File: config.mk
export PLATFORM = sky130hd
export DESIGN_NAME = pucm_cordic_cell
export DESIGN_NICKNAME = d
export VERILOG_FILES = /design/src/rtl/core/pucm_pkg.sv /design/src/rtl/core/pucm_cordic_cell.sv
export SDC_FILE = /design/constraint.sdc
export NUM_CORES = 1
export LEC_CHECK = 0
export BUFFER_PORTS_ARGS = -buffer_cell sky130_fd_sc_hd__buf_2
export CORE_MARGIN = 8
export CORE_UTILIZATION = 59
export CTS_CLUSTER_SIZE = 40
export DETAILED_ROUTE_END_ITERATION = 10
export PLACE_DENSITY = 0.87
export SLEW_MARGIN = 20
export SYNTH_ARGS = -nofsm -noshare
export SYNTH_HDL_FRONTEND = slang
export SYNTH_SLANG_ARGS = --single-unit
File: constraint.sdc
create_clock -name clk -period 4.72 [get_ports clk]
set_clock_uncertainty 0.05 [all_clocks]
set_input_delay 0.944 -clock clk [delete_from_list [all_inputs] [get_ports clk]]
set_output_delay 0.944 -clock clk [all_outputs]
set_load 0.03 [all_outputs]
File: src/rtl/core/pucm_pkg.sv
`timescale 1ns / 1ps
// ----------------------------------------------------------------------------
// pucm_pkg
// Types, register codes and constants shared by the pipe unwrap coordinate map.
// ----------------------------------------------------------------------------
package pucm_pkg;

  localparam int REG_IDX_W = 4;
  localparam int CFG_W     = 64;

  localparam logic [REG_IDX_W-1:0] REG_ROT_ROW_0    = 4'd0;
  localparam logic [REG_IDX_W-1:0] REG_ROT_ROW_1    = 4'd1;
  localparam logic [REG_IDX_W-1:0] REG_ROT_ROW_2    = 4'd2;
  localparam logic [REG_IDX_W-1:0] REG_FOCAL        = 4'd3;
  localparam logic [REG_IDX_W-1:0] REG_CENTER       = 4'd4;
  localparam logic [REG_IDX_W-1:0] REG_OFFSET       = 4'd5;
  localparam logic [REG_IDX_W-1:0] REG_DEPTH        = 4'd6;
  localparam logic [REG_IDX_W-1:0] REG_RADIUS_PHASE = 4'd7;

  localparam logic [53:0] ROT_ROW_0_RESET = 54'd65536;
  localparam logic [53:0] ROT_ROW_1_RESET = 54'd17179869184;
  localparam logic [53:0] ROT_ROW_2_RESET = 54'd4503599627370496;

  // CORDIC datapath widths: x and y in Q1.30 with headroom, residual angle.
  localparam int CW = 34;
  localparam int ZW = 33;
  localparam logic signed [CW-1:0] GAIN_Q30 = 34'sd652032874;

  // Projection divider.
  localparam int NUM_W = 62;
  localparam int DEN_W = 48;

  localparam logic signed [49:0] NEAR_LIMIT    = 50'sd6554;
  localparam logic signed [23:0] INVALID_COORD = -24'sd256;

  typedef enum logic [1:0] {QUAD_0, QUAD_1, QUAD_2, QUAD_3} quad_t;

  typedef struct packed {
    logic [11:0] column;
    logic [11:0] row;
  } in_req_t;

  typedef struct packed {
    logic signed [23:0] source_x;
    logic signed [23:0] source_y;
    logic               in_front;
  } out_req_t;

  typedef struct packed {
    quad_t              quad;
    logic [11:0]        row;
    logic signed [CW-1:0] x;
    logic signed [CW-1:0] y;
    logic signed [ZW-1:0] z;
  } cordic_t;

  typedef struct packed {
    logic [DEN_W-1:0] rem_x;
    logic [DEN_W-1:0] rem_y;
    logic [NUM_W-1:0] nq_x;
    logic [NUM_W-1:0] nq_y;
    logic [DEN_W-1:0] den;
    logic             neg_x;
    logic             neg_y;
    logic             front;
    logic [23:0]      cx;
    logic [23:0]      cy;
  } div_t;

  // Arctangent of 2^-i in 2^-32 turns.
  function automatic logic [29:0] atan_turns(input int idx);
    logic [29:0] v;
    case (idx[4:0])
      5'd0:  v = 30'd536870912;
      5'd1:  v = 30'd316933406;
      5'd2:  v = 30'd167458907;
      5'd3:  v = 30'd85004756;
      5'd4:  v = 30'd42667331;
      5'd5:  v = 30'd21354465;
      5'd6:  v = 30'd10679838;
      5'd7:  v = 30'd5340245;
      5'd8:  v = 30'd2670163;
      5'd9:  v = 30'd1335087;
      5'd10: v = 30'd667544;
      5'd11: v = 30'd333772;
      5'd12: v = 30'd166886;
      5'd13: v = 30'd83443;
      5'd14: v = 30'd41722;
      5'd15: v = 30'd20861;
      5'd16: v = 30'd10430;
      5'd17: v = 30'd5215;
      5'd18: v = 30'd2608;
      5'd19: v = 30'd1304;
      5'd20: v = 30'd652;
      5'd21: v = 30'd326;
      5'd22: v = 30'd163;
      5'd23: v = 30'd81;
      5'd24: v = 30'd41;
      5'd25: v = 30'd20;
      5'd26: v = 30'd10;
      5'd27: v = 30'd5;
      5'd28: v = 30'd3;
      5'd29: v = 30'd1;
      5'd30: v = 30'd1;
      default: v = 30'd0;
    endcase
    return v;
  endfunction

endpackage

File: src/rtl/core/pucm_cordic_cell.sv
`timescale 1ns / 1ps
// ----------------------------------------------------------------------------
// pucm_cordic_cell
// One rotation-mode CORDIC step, registered, handing its vector to the next.
// ----------------------------------------------------------------------------
module pucm_cordic_cell
  import pucm_pkg::*;
#(
  parameter int STEP = 0
) (
  input  logic    clk,
  input  logic    rst_n,
  input  logic    adv,
  input  logic    valid_i,
  input  cordic_t data_i,
  output logic    valid_o,
  output cordic_t data_o
);

  logic    valid_r;
  cordic_t data_r;
  cordic_t data_nxt;
  logic signed [CW-1:0] dx;
  logic signed [CW-1:0] dy;
  logic signed [ZW-1:0] ang;

  assign dx  = data_i.y >>> STEP;
  assign dy  = data_i.x >>> STEP;
  assign ang = $signed({3'b000, atan_turns(STEP)});

  always_comb begin
    data_nxt = data_i;
    if (!data_i.z[ZW-1]) begin
      data_nxt.x = data_i.x - dx;
      data_nxt.y = data_i.y + dy;
      data_nxt.z = data_i.z - ang;
    end else begin
      data_nxt.x = data_i.x + dx;
      data_nxt.y = data_i.y - dy;
      data_nxt.z = data_i.z + ang;
    end
  end

  always_ff @(posedge clk) begin
    if (!rst_n) begin
      valid_r <= 1'b0;
    end else if (adv) begin
      valid_r <= valid_i;
    end
  end

  always_ff @(posedge clk) begin
    if (adv) begin
      data_r <= data_nxt;
    end
  end

  assign valid_o = valid_r;
  assign data_o  = data_r;

endmodule

==> metrics <==
most common cell after layout, fill and taps aside buf_2; post-route ant nets 0; routed wl met3 3420 µm; CTS tree built; Rows 46; core box area 15700 µm²; routability cong. 1.02; worst-case reg-to-reg path depth 2; hold buffer count at cts 0; number of max-cap violations 0; WL met2 14700 µm; number of buffers created by CTS 17; Ys Warns 0; clock sinks 115; # H-tree levels 4; Reg2Reg Setup Slack 4.07 ns; Synth area leaders edfxtp_1 (36%), ha_1 (13%), a21oi_1 (6.7%); IO Port Bufs 234; Mapped Cells 1035; distinct cell type count after synthesis 71; Starting Density 59.9%; Setup-failing EPs final 0; vias in the first global route 8815; via count 9134; clock transition at the registers of the reported paths 0.06 ns; ant diodes 0; Hold Path Depth 2; HP Class flip-flop to flip-flop; cell leakage power 5.08 nW; top layer in use met4; vias per cell 6.13; syn nets 1259; worst setup margin 0.693 ns; I/O pin total 235; die width 142 µm; clock root buffer master clkbuf_16; Final Hold Viols 0; Tot GR Track Use 30.8%; register area share after synthesis 36.6%; hold path startpoint valid_o; crit path DAT 4.16 ns; crit share post-route 85.3%; ys async rst share 0%; Design Area, Final 11400 µm²; Worst setup EP type flip-flop; Max clock buf depth 2; outcome finished, final reports clean; Cell Area, Synth 9400 µm²; VDD IR max 0.269 mV; Hold Path End valid_o; crit-path max FO 3; grt ovf 0; EDFF count, synth 114; Critical-path top delay cell a2111oi_0; post-layout min period 4.03 ns; Slew headroom 39.6%; Crit path max-delay family compound AO/OA/AOI/OAI gates; multi-input gate area in the final layout 5370 µm²; # Post-CTS Setup Buffers 0; share of cells above drive strength 1 23.9%; # fillers 1202; layout net count 1485; Most used DFF post-synth edfxtp_1; die area 20200 µm²; cell taking the most area after synthesis edfxtp_1; first-pass GRT wire length 48500 µm; maximum clock frequency 248 MHz; Critical Path RT 4.85 ns; WL/cell 21.4 µm; Synth Area per Inst 9.09 µm²; R2R Path End valid_o; crit-path most repeated cell a21oi_1; largest net degree at the start of global routing 86; hold slack 0.469 ns; M1 WL 12700 µm; sequential cell area 3440 µm²; Worst Path Buf+Inv 2; slowest stage delay, CP 0.69 ns; worst r2r src valid_o; clock latency at the later pin of the worst-skew pair 0.41 ns; cts repair resizes 0; Setup CP Type primary input to flip-flop; DRC 0; hpwl dp 24600 µm; total iterations of the first detailed-routing run 7; detailed-route wire length 31900 µm; Worst setup SP type primary input; Syn-to-layout area delta 21.6%; placed standard-cell area 10800 µm²; initial antenna violation count 0; setup TNS 0 ns; Tightest Pin Transition 0.906 ns; share of the synthesized area in the top cell type 36.4%; DRT iter0 DRCs 1149; Die Span Y 142 µm; unrepaired setup endpoints after global routing false; Slew Limit Fails 0; Setup WS pre-CTS 0.474 ns; CP Cell Sequence buf_2 > inv_1 > ha_1 > fa_1 > nand2b_1 > a2111oi_0 > o21ai_0 > nand2_1 > a21oi_1 > o311ai_0 > a21oi_1 > a31o_1; power per cell area 358 nW/µm²; commonest cells after routing, fill and taps aside buf_2 (233), a21oi_1 (126), edfxtp_1 (114); #FFs+latches synth 115
-- tightest hold or removal path: cells and delay by family, from the launching register on --
family | cells | cell delay, ns
flops | 1 | 0.32
mux | 1 | 0.07
simple gates | 1 | 0.10
-- flip-flops by register name, summed over array words and instances (netlist names) --
name,cells
valid_o,1
data_o,114
-- cell usage after synthesis (3+ instances only) --
| cell | count |
|---|---|
| a2111oi_0 | 5 |
| a211oi_1 | 11 |
| a21boi_0 | 3 |
| a21o_1 | 19 |
| a21oi_1 | 126 |
| a221oi_1 | 4 |
| a311o_1 | 3 |
| a31oi_1 | 11 |
| and2_1 | 6 |
| and3_1 | 3 |
| buf_1 | 9 |
| buf_2 | 7 |
| clkbuf_1 | 29 |
| edfxtp_1 | 114 |
| fa_1 | 4 |
| ha_1 | 101 |
| inv_1 | 105 |
| mux2i_1 | 6 |
| nand2_1 | 53 |
| nand2b_1 | 10 |
| nand3_1 | 13 |
| nand3b_1 | 4 |
| nand4_1 | 16 |
| nor2_1 | 74 |
| nor2b_1 | 13 |
| nor3_1 | 11 |
| nor4_1 | 8 |
| o2111ai_1 | 3 |
| o211ai_1 | 18 |
| o21a_1 | 4 |
| o21ai_0 | 78 |
| o21ba_2 | 4 |
| o21bai_1 | 21 |
| o22ai_1 | 4 |
| o2bb2ai_1 | 3 |
| o311ai_0 | 6 |
| o31a_1 | 3 |
| o31ai_1 | 8 |
| or2_2 | 4 |
| or3_1 | 9 |
| xnor2_1 | 53 |
| xor2_1 | 9 |
-- worst max-delay path by stage --
stage               slack, ns        from         end  cells after the start
floorplan                1.24  data_i[46]  data_o[53]                     11
global placement         0.54  data_i[33]  data_o[53]                     12
detailed placement       0.47  data_i[33]  data_o[53]                     12
CTS                      0.89  data_i[33]  data_o[53]                     12
global route             0.57  data_i[33]  data_o[53]                     12
finish                   0.69  data_i[33]  data_o[53]                     12
-- final cells by class --
| class | instances | area share [%] |
|---|---|---|
| multi-input cells | 767 | 46.9 |
| flip-flops and latches | 115 | 30.1 |
| repair buffers | 254 | 11.6 |
| inverters | 106 | 3.48 |
| clock inverters | 14 | 1.77 |
| well taps | 216 | 2.36 |
| clock buffers | 18 | 3.75 |
-- power breakdown --
group	total, mW	switching (mW)	internal, mW	leakage (nW)
Clock	1.39	0.501	0.890	0.305
Combinational	1.36	0.921	0.435	3.65
Sequential	1.35	0.0462	1.30	1.12
Total	4.10	1.47	2.63	5.08
-- layer usage --
layer / global-route usage [%] / vias up
met5: 0 / -
met4: 11.3 / 0
met3: 7.35 / 88
met2: 50.4 / 619
met1: 38.8 / 4219
li1: - / 4208
-- kinds of logic after synthesis --
kind of cell	count (synthesis)	synth area share, %
muxes	7	0.758
buffers and inverters	153	6.32
DFF	115	36.6
and+or+nand+nor	234	12.2
xor gates and xnor gates	62	5.77
AOI/OAI and AO/OA	359	24.0
adders and majority gates	105	14.3
-- metrics by stage --
| step | utilization (%) | total power, mW | cells |
|---|---|---|---|
| 5_1_grt | 72.8 | 4.24 | 1490 |
| 4_1_cts | 72.8 | 4.08 | 1490 |
| 3_3_place_gp | 68.7 | 2.67 | 1458 |
| 6_report | 72.8 | 4.10 | 1490 |
| 2_1_floorplan | - | 2.24 | 1035 |
| 3_5_place_dp | 68.7 | 2.69 | 1458 |
Note: power is estimated with default switching activity, not from simulation.
