**config.mk**
```make
export PLATFORM = sky130hd
export DESIGN_NAME = pucm_div_cell
export DESIGN_NICKNAME = d
export VERILOG_FILES = /design/src/rtl/core/pucm_pkg.sv /design/src/rtl/core/pucm_div_cell.sv
export SDC_FILE = /design/constraint.sdc
export NUM_CORES = 1
export LEC_CHECK = 0
export BUFFER_PORTS_ARGS = -buffer_cell sky130_fd_sc_hd__buf_4
export CAP_MARGIN = 20
export CORE_AREA = 3 3 248 250
export CTS_BUF_LIST = sky130_fd_sc_hd__clkbuf_16
export DETAILED_ROUTE_END_ITERATION = 6
export DIE_AREA = 0 0 251 253
export HOLD_SLACK_MARGIN = 0.1
export SYNTH_ARGS = -nofsm -noshare
export SYNTH_HDL_FRONTEND = slang
export SYNTH_SLANG_ARGS = --single-unit
```
**constraint.sdc**
```tcl
create_clock -name clk -period 7.3 [get_ports clk]
set_input_delay 0.73 -clock clk [delete_from_list [all_inputs] [get_ports clk]]
set_output_delay 0.73 -clock clk [all_outputs]
set_load 0.005 [all_outputs]
```
**src/rtl/core/pucm_pkg.sv**
```systemverilog
`timescale 1ns / 1ps
// ----------------------------------------------------------------------------
// pucm_pkg
// Types, register codes and constants shared by the pipe unwrap coordinate map.
// ----------------------------------------------------------------------------
package pucm_pkg;

  localparam int REG_IDX_W = 4;
  localparam int CFG_W     = 64;

  localparam logic [REG_IDX_W-1:0] REG_ROT_ROW_0    = 4'd0;
  localparam logic [REG_IDX_W-1:0] REG_ROT_ROW_1    = 4'd1;
  localparam logic [REG_IDX_W-1:0] REG_ROT_ROW_2    = 4'd2;
  localparam logic [REG_IDX_W-1:0] REG_FOCAL        = 4'd3;
  localparam logic [REG_IDX_W-1:0] REG_CENTER       = 4'd4;
  localparam logic [REG_IDX_W-1:0] REG_OFFSET       = 4'd5;
  localparam logic [REG_IDX_W-1:0] REG_DEPTH        = 4'd6;
  localparam logic [REG_IDX_W-1:0] REG_RADIUS_PHASE = 4'd7;

  localparam logic [53:0] ROT_ROW_0_RESET = 54'd65536;
  localparam logic [53:0] ROT_ROW_1_RESET = 54'd17179869184;
  localparam logic [53:0] ROT_ROW_2_RESET = 54'd4503599627370496;

  // CORDIC datapath widths: x and y in Q1.30 with headroom, residual angle.
  localparam int CW = 34;
  localparam int ZW = 33;
  localparam logic signed [CW-1:0] GAIN_Q30 = 34'sd652032874;

  // Projection divider.
  localparam int NUM_W = 62;
  localparam int DEN_W = 48;

  localparam logic signed [49:0] NEAR_LIMIT    = 50'sd6554;
  localparam logic signed [23:0] INVALID_COORD = -24'sd256;

  typedef enum logic [1:0] {QUAD_0, QUAD_1, QUAD_2, QUAD_3} quad_t;

  typedef struct packed {
    logic [11:0] column;
    logic [11:0] row;
  } in_req_t;

  typedef struct packed {
    logic signed [23:0] source_x;
    logic signed [23:0] source_y;
    logic               in_front;
  } out_req_t;

  typedef struct packed {
    quad_t              quad;
    logic [11:0]        row;
    logic signed [CW-1:0] x;
    logic signed [CW-1:0] y;
    logic signed [ZW-1:0] z;
  } cordic_t;

  typedef struct packed {
    logic [DEN_W-1:0] rem_x;
    logic [DEN_W-1:0] rem_y;
    logic [NUM_W-1:0] nq_x;
    logic [NUM_W-1:0] nq_y;
    logic [DEN_W-1:0] den;
    logic             neg_x;
    logic             neg_y;
    logic             front;
    logic [23:0]      cx;
    logic [23:0]      cy;
  } div_t;

  // Arctangent of 2^-i in 2^-32 turns.
  function automatic logic [29:0] atan_turns(input int idx);
    logic [29:0] v;
    case (idx[4:0])
      5'd0:  v = 30'd536870912;
      5'd1:  v = 30'd316933406;
      5'd2:  v = 30'd167458907;
      5'd3:  v = 30'd85004756;
      5'd4:  v = 30'd42667331;
      5'd5:  v = 30'd21354465;
      5'd6:  v = 30'd10679838;
      5'd7:  v = 30'd5340245;
      5'd8:  v = 30'd2670163;
      5'd9:  v = 30'd1335087;
      5'd10: v = 30'd667544;
      5'd11: v = 30'd333772;
      5'd12: v = 30'd166886;
      5'd13: v = 30'd83443;
      5'd14: v = 30'd41722;
      5'd15: v = 30'd20861;
      5'd16: v = 30'd10430;
      5'd17: v = 30'd5215;
      5'd18: v = 30'd2608;
      5'd19: v = 30'd1304;
      5'd20: v = 30'd652;
      5'd21: v = 30'd326;
      5'd22: v = 30'd163;
      5'd23: v = 30'd81;
      5'd24: v = 30'd41;
      5'd25: v = 30'd20;
      5'd26: v = 30'd10;
      5'd27: v = 30'd5;
      5'd28: v = 30'd3;
      5'd29: v = 30'd1;
      5'd30: v = 30'd1;
      default: v = 30'd0;
    endcase
    return v;
  endfunction

endpackage

```
**src/rtl/core/pucm_div_cell.sv**
```systemverilog
`timescale 1ns / 1ps
// ----------------------------------------------------------------------------
// pucm_div_cell
// One restoring division step for both projection lanes, registered.
// ----------------------------------------------------------------------------
module pucm_div_cell
  import pucm_pkg::*;
(
  input  logic clk,
  input  logic rst_n,
  input  logic adv,
  input  logic valid_i,
  input  div_t data_i,
  output logic valid_o,
  output div_t data_o
);

  logic valid_r;
  div_t data_r;
  div_t data_nxt;
  logic [DEN_W:0] trial_x;
  logic [DEN_W:0] trial_y;
  logic [DEN_W:0] den_w;
  logic           ge_x;
  logic           ge_y;

  // The numerator shifts out at the top while quotient bits enter at the bottom.
  assign trial_x = {data_i.rem_x, data_i.nq_x[NUM_W-1]};
  assign trial_y = {data_i.rem_y, data_i.nq_y[NUM_W-1]};
  assign den_w   = {1'b0, data_i.den};
  assign ge_x    = trial_x >= den_w;
  assign ge_y    = trial_y >= den_w;

  always_comb begin
    data_nxt       = data_i;
    data_nxt.rem_x = ge_x ? DEN_W'(trial_x - den_w) : trial_x[DEN_W-1:0];
    data_nxt.rem_y = ge_y ? DEN_W'(trial_y - den_w) : trial_y[DEN_W-1:0];
    data_nxt.nq_x  = {data_i.nq_x[NUM_W-2:0], ge_x};
    data_nxt.nq_y  = {data_i.nq_y[NUM_W-2:0], ge_y};
  end

  always_ff @(posedge clk) begin
    if (!rst_n) begin
      valid_r <= 1'b0;
    end else if (adv) begin
      valid_r <= valid_i;
    end
  end

  always_ff @(posedge clk) begin
    if (adv) begin
      data_r <= data_nxt;
    end
  end

  assign valid_o = valid_r;
  assign data_o  = data_r;

endmodule

```
==> flow_summary.toml <==
[yosys]
yosys_register_bits = 320
synth_enable_flop_cells = 319
yosys.cell_types.count = 78
yosys_most_used_dff = "sky130_fd_sc_hd__edfxtp_1"
ys.warnings.count = 0
syn_area_per_cell_um2 = 12.2
synth-xor-area-share_pct = 4.47
post_synth_fa_ha_maj_area_fraction_pct = 7.45
synth_top_family_by_area = "compound AO/OA/AOI/OAI gates"
synthCells = 1364
synth_async_sr_flop_share_pct = 0
synthMuxAreaShare_pct = 3.88
synth.cell_area_mm2 = 0.0167
number_of_nets_in_the_synthesized_netlist = 1785
share_of_the_synthesized_area_in_compound_gates_ao_oa_aoi_oai_pct = 13.8
synth_sequential_area_ratio_pct = 57.6
synth_simple_gate_area_share_pct = 9.61

[global_route]
global_route.usage.total_pct = 20.9
globalRouteOverflowTotal = 0
first_pass_grt_wire_length_um = 96600
grt_start_max_net_pins = 157
antenna_found_initial = 22
first_global_vias = 13800

[clock_network]
cts_buffers = 40
cts_tree = "done"
number_of_buffers_added_for_setup_after_cts = 0
cts.path.max_buffers = 3
cts_sinks = 320
cts_root_buffer = "sky130_fd_sc_hd__clkbuf_16"
worst_skew_late_latency_ns = 0.55
clkTransAtPathRegs_ns = 0.06
cts_hold_buffers = 0
cts_htree_levels = 2
post_cts_resized = 0

[cells_and_area]
area_growth_pct = 41.7
layout-drive-gt1-share_pct = 38.7
num-fill-cells = 5813
finalNetCount = 2427
design_area_mm2 = 0.0236

[routing]
average_wire_per_cell_in_the_routed_design_um = 24.8
routed_wire_length_um = 69900
detail_route.drc_violations = 0
via_count = 13800
drt.antenna.violating_nets = 0
route.detailed.vias_per_inst = 4.90
drt_first_pass_iters = 6
drt_first_iter_violations = 987

[pwr]
worst_ir_drop_vdd_mv = 0.156
total_leakage_power_nw = 10.2
power-per-cell-area_mw_per_mm2 = 240

[sta]
worst_slew_margin_rel_pct = 29.3
setup_viol = 0
report.final.hold_viol_count = 0
worstMarginPinSlew_ns = 1.06
tns_ns = 0
rsz_0062_raised_after_global_routing = "false"
finalCritPeriodShare_pct = 57.8
worst_clock_skew_ns = 0
timing_max_transition_violations_final = 0
clock.fmax_ghz = 0.237
post-route-min-period_ns = 4.22

[place]
place.port_buffers = 642
place_congestion = 0.918
place_hpwl_um = 56500
cell_area_reported_after_detailed_placement_mm2 = 0.0223

[critical_path]
critical_path.max_stage_delay_ns = 0.61
timing.critical_path.cells = "buf_4 > inv_1 > ha_1 > and3_1 > nand2_1 > nor4_1 > nand3_1 > a21oi_1 > a211oi_2 > o21ai_2 > a21oi_2 > o31ai_4 > buf_4 > mux2_2"
required_ns = 7.60
path_common_cell = "sky130_fd_sc_hd__buf_4"
worst_ep_arrival_time_ns = 4.52
critPathMaxFanout = 41
cp_launch_type = "input pin"
worst_path_max_delay_cell = "sky130_fd_sc_hd__buf_4"
setup.worst_path.end_class = "flip-flop"
timing.setup.critical_path_class = "in2reg"

[outcome]
run_status = "complete, no violations"

[floorplanning]
floorplan.initialDensity_pct = 28.1
rows = 89
die_height_um = 253
io_pins = 643
fp.dieArea_mm2 = 0.0635
fp.coreArea_mm2 = 0.0592
die_w_um = 251

[job]
maxCapViolCount = 0

[worst_hold_path]
holdCritPathClass = "in2reg"
flip-flops by register name, summed over array words and instances (netlist names):
| signal | count |
|---|---|
| valid_o | 1 |
| data_o | 319 |
synth_stat cells (all sizes together), types with 3 or more instances:
cell type | count | area share (%)
nor2b | 15 | 0.56
nor3 | 18 | 0.57
mux2 | 50 | 3.5
a21oi | 145 | 4.4
a311oi | 5 | 0.37
or3 | 4 | 0.15
inv | 75 | 1.7
nand4 | 24 | 0.90
nand2 | 78 | 1.8
a41oi | 3 | 0.20
xnor2 | 48 | 2.5
a31oi | 17 | 0.64
clkbuf | 20 | 0.45
and3 | 14 | 0.53
nor4 | 5 | 0.28
nor2 | 107 | 2.4
buf | 26 | 0.97
o21bai | 13 | 0.59
o211ai | 8 | 0.42
or2 | 7 | 0.26
nor3b | 3 | 0.14
xor2 | 37 | 1.9
nand2b | 19 | 0.71
o21a | 12 | 0.54
nand3 | 18 | 0.57
ha | 96 | 7.2
nand3b | 4 | 0.18
o31ai | 8 | 0.47
mux2i | 6 | 0.36
a211oi | 6 | 0.33
a211o | 5 | 0.26
and2 | 7 | 0.26
a31o | 3 | 0.16
a21o | 55 | 2.5
o21ai | 52 | 1.6
edfxtp | 319 | 58
kinds of logic after synthesis:
family / after synthesis
adder cells (fa/ha/maj): 98
buffers and inverters: 121
XOR/XNOR: 85
multiplexers: 56
AO/OA/AOI/OAI: 355
flip-flops: 320
AND/OR/NAND/NOR: 329
cell usage in the layout, fill, tap and decap left out, drive strengths merged, types with 4 or more instances in the layout:
cell type,n
a211o,5
a211oi,6
a21o,55
a21oi,145
a311oi,5
a31oi,17
and2,7
and3,14
buf,646
bufinv,6
clkbuf,40
clkinv,20
diode,5
edfxtp,319
ha,96
inv,79
mux2,50
mux2i,6
nand2,78
nand2b,19
nand3,18
nand3b,4
nand4,24
nor2,107
nor2b,15
nor3,18
nor4,5
o211ai,8
o21a,12
o21ai,52
o21bai,13
o31ai,8
or2,7
or3,4
xnor2,48
xor2,37
per-stage QoR:
| stage | utilization (%) | instances | total power [W] | hold WS (ns) | setup slack (ns) |
|---|---|---|---|---|---|
| 2_1_floorplan | - | 1364 | 0.00293 | 0.507 | 3.69 |
| 3_3_place_gp | 37.6 | 2737 | 0.00365 | 0.503 | 2.63 |
| 3_5_place_dp | 37.6 | 2737 | 0.00365 | 0.519 | 2.54 |
| 4_1_cts | 39.8 | 2809 | 0.00574 | 0.297 | 3.11 |
| 5_1_grt | 39.8 | 2812 | 0.00592 | 0.298 | 2.92 |
| 6_report | 39.8 | 2814 | 0.00566 | 0.340 | 3.08 |
final cells by class:
class | count | area, µm² | area share, %
diodes | 5 | 12.5 | 0.0530
clock buffers | 40 | 1000 | 4.24
clock inverters | 32 | 329 | 1.39
inverters | 75 | 282 | 1.19
multi-input cells | 923 | 6540 | 27.7
flip-flops and latches | 320 | 9600 | 40.7
well taps | 773 | 967 | 4.10
repair buffers | 646 | 4870 | 20.6
final timing paths:
path	start	to	cells after the start	slack, ns
max	data_i[61]	data_o[276]	14	3.08
min	data_i[42]	data_o[42]	1	0.34
max reg2reg	valid_o	valid_o	2	6.71
min reg2reg	valid_o	valid_o	2	0.52
worst max-delay path: cells and delay by family:
kind	cells	cell delay, ns
simple gates	4	0.89
fa+ha+maj	1	0.44
mux	1	0.40
compound gates	5	1.22
buf+inv	3	0.75
routing by layer:
metal  track usage (%)  wire (µm)
met5                 0        236
met4              10.9       3770
met3              8.22       6590
met2              35.6      33900
met1              22.6      25400
report_power, final:
part	leakage (nW)	total, W	internal (W)	switching (W)
Combinational	6.39	0.00129	0.000624	0.000662
Sequential	3.13	0.00233	0.00226	0.0000699
Clock	0.661	0.00204	0.00122	0.000827
Power figures use the tool's default switching activity.
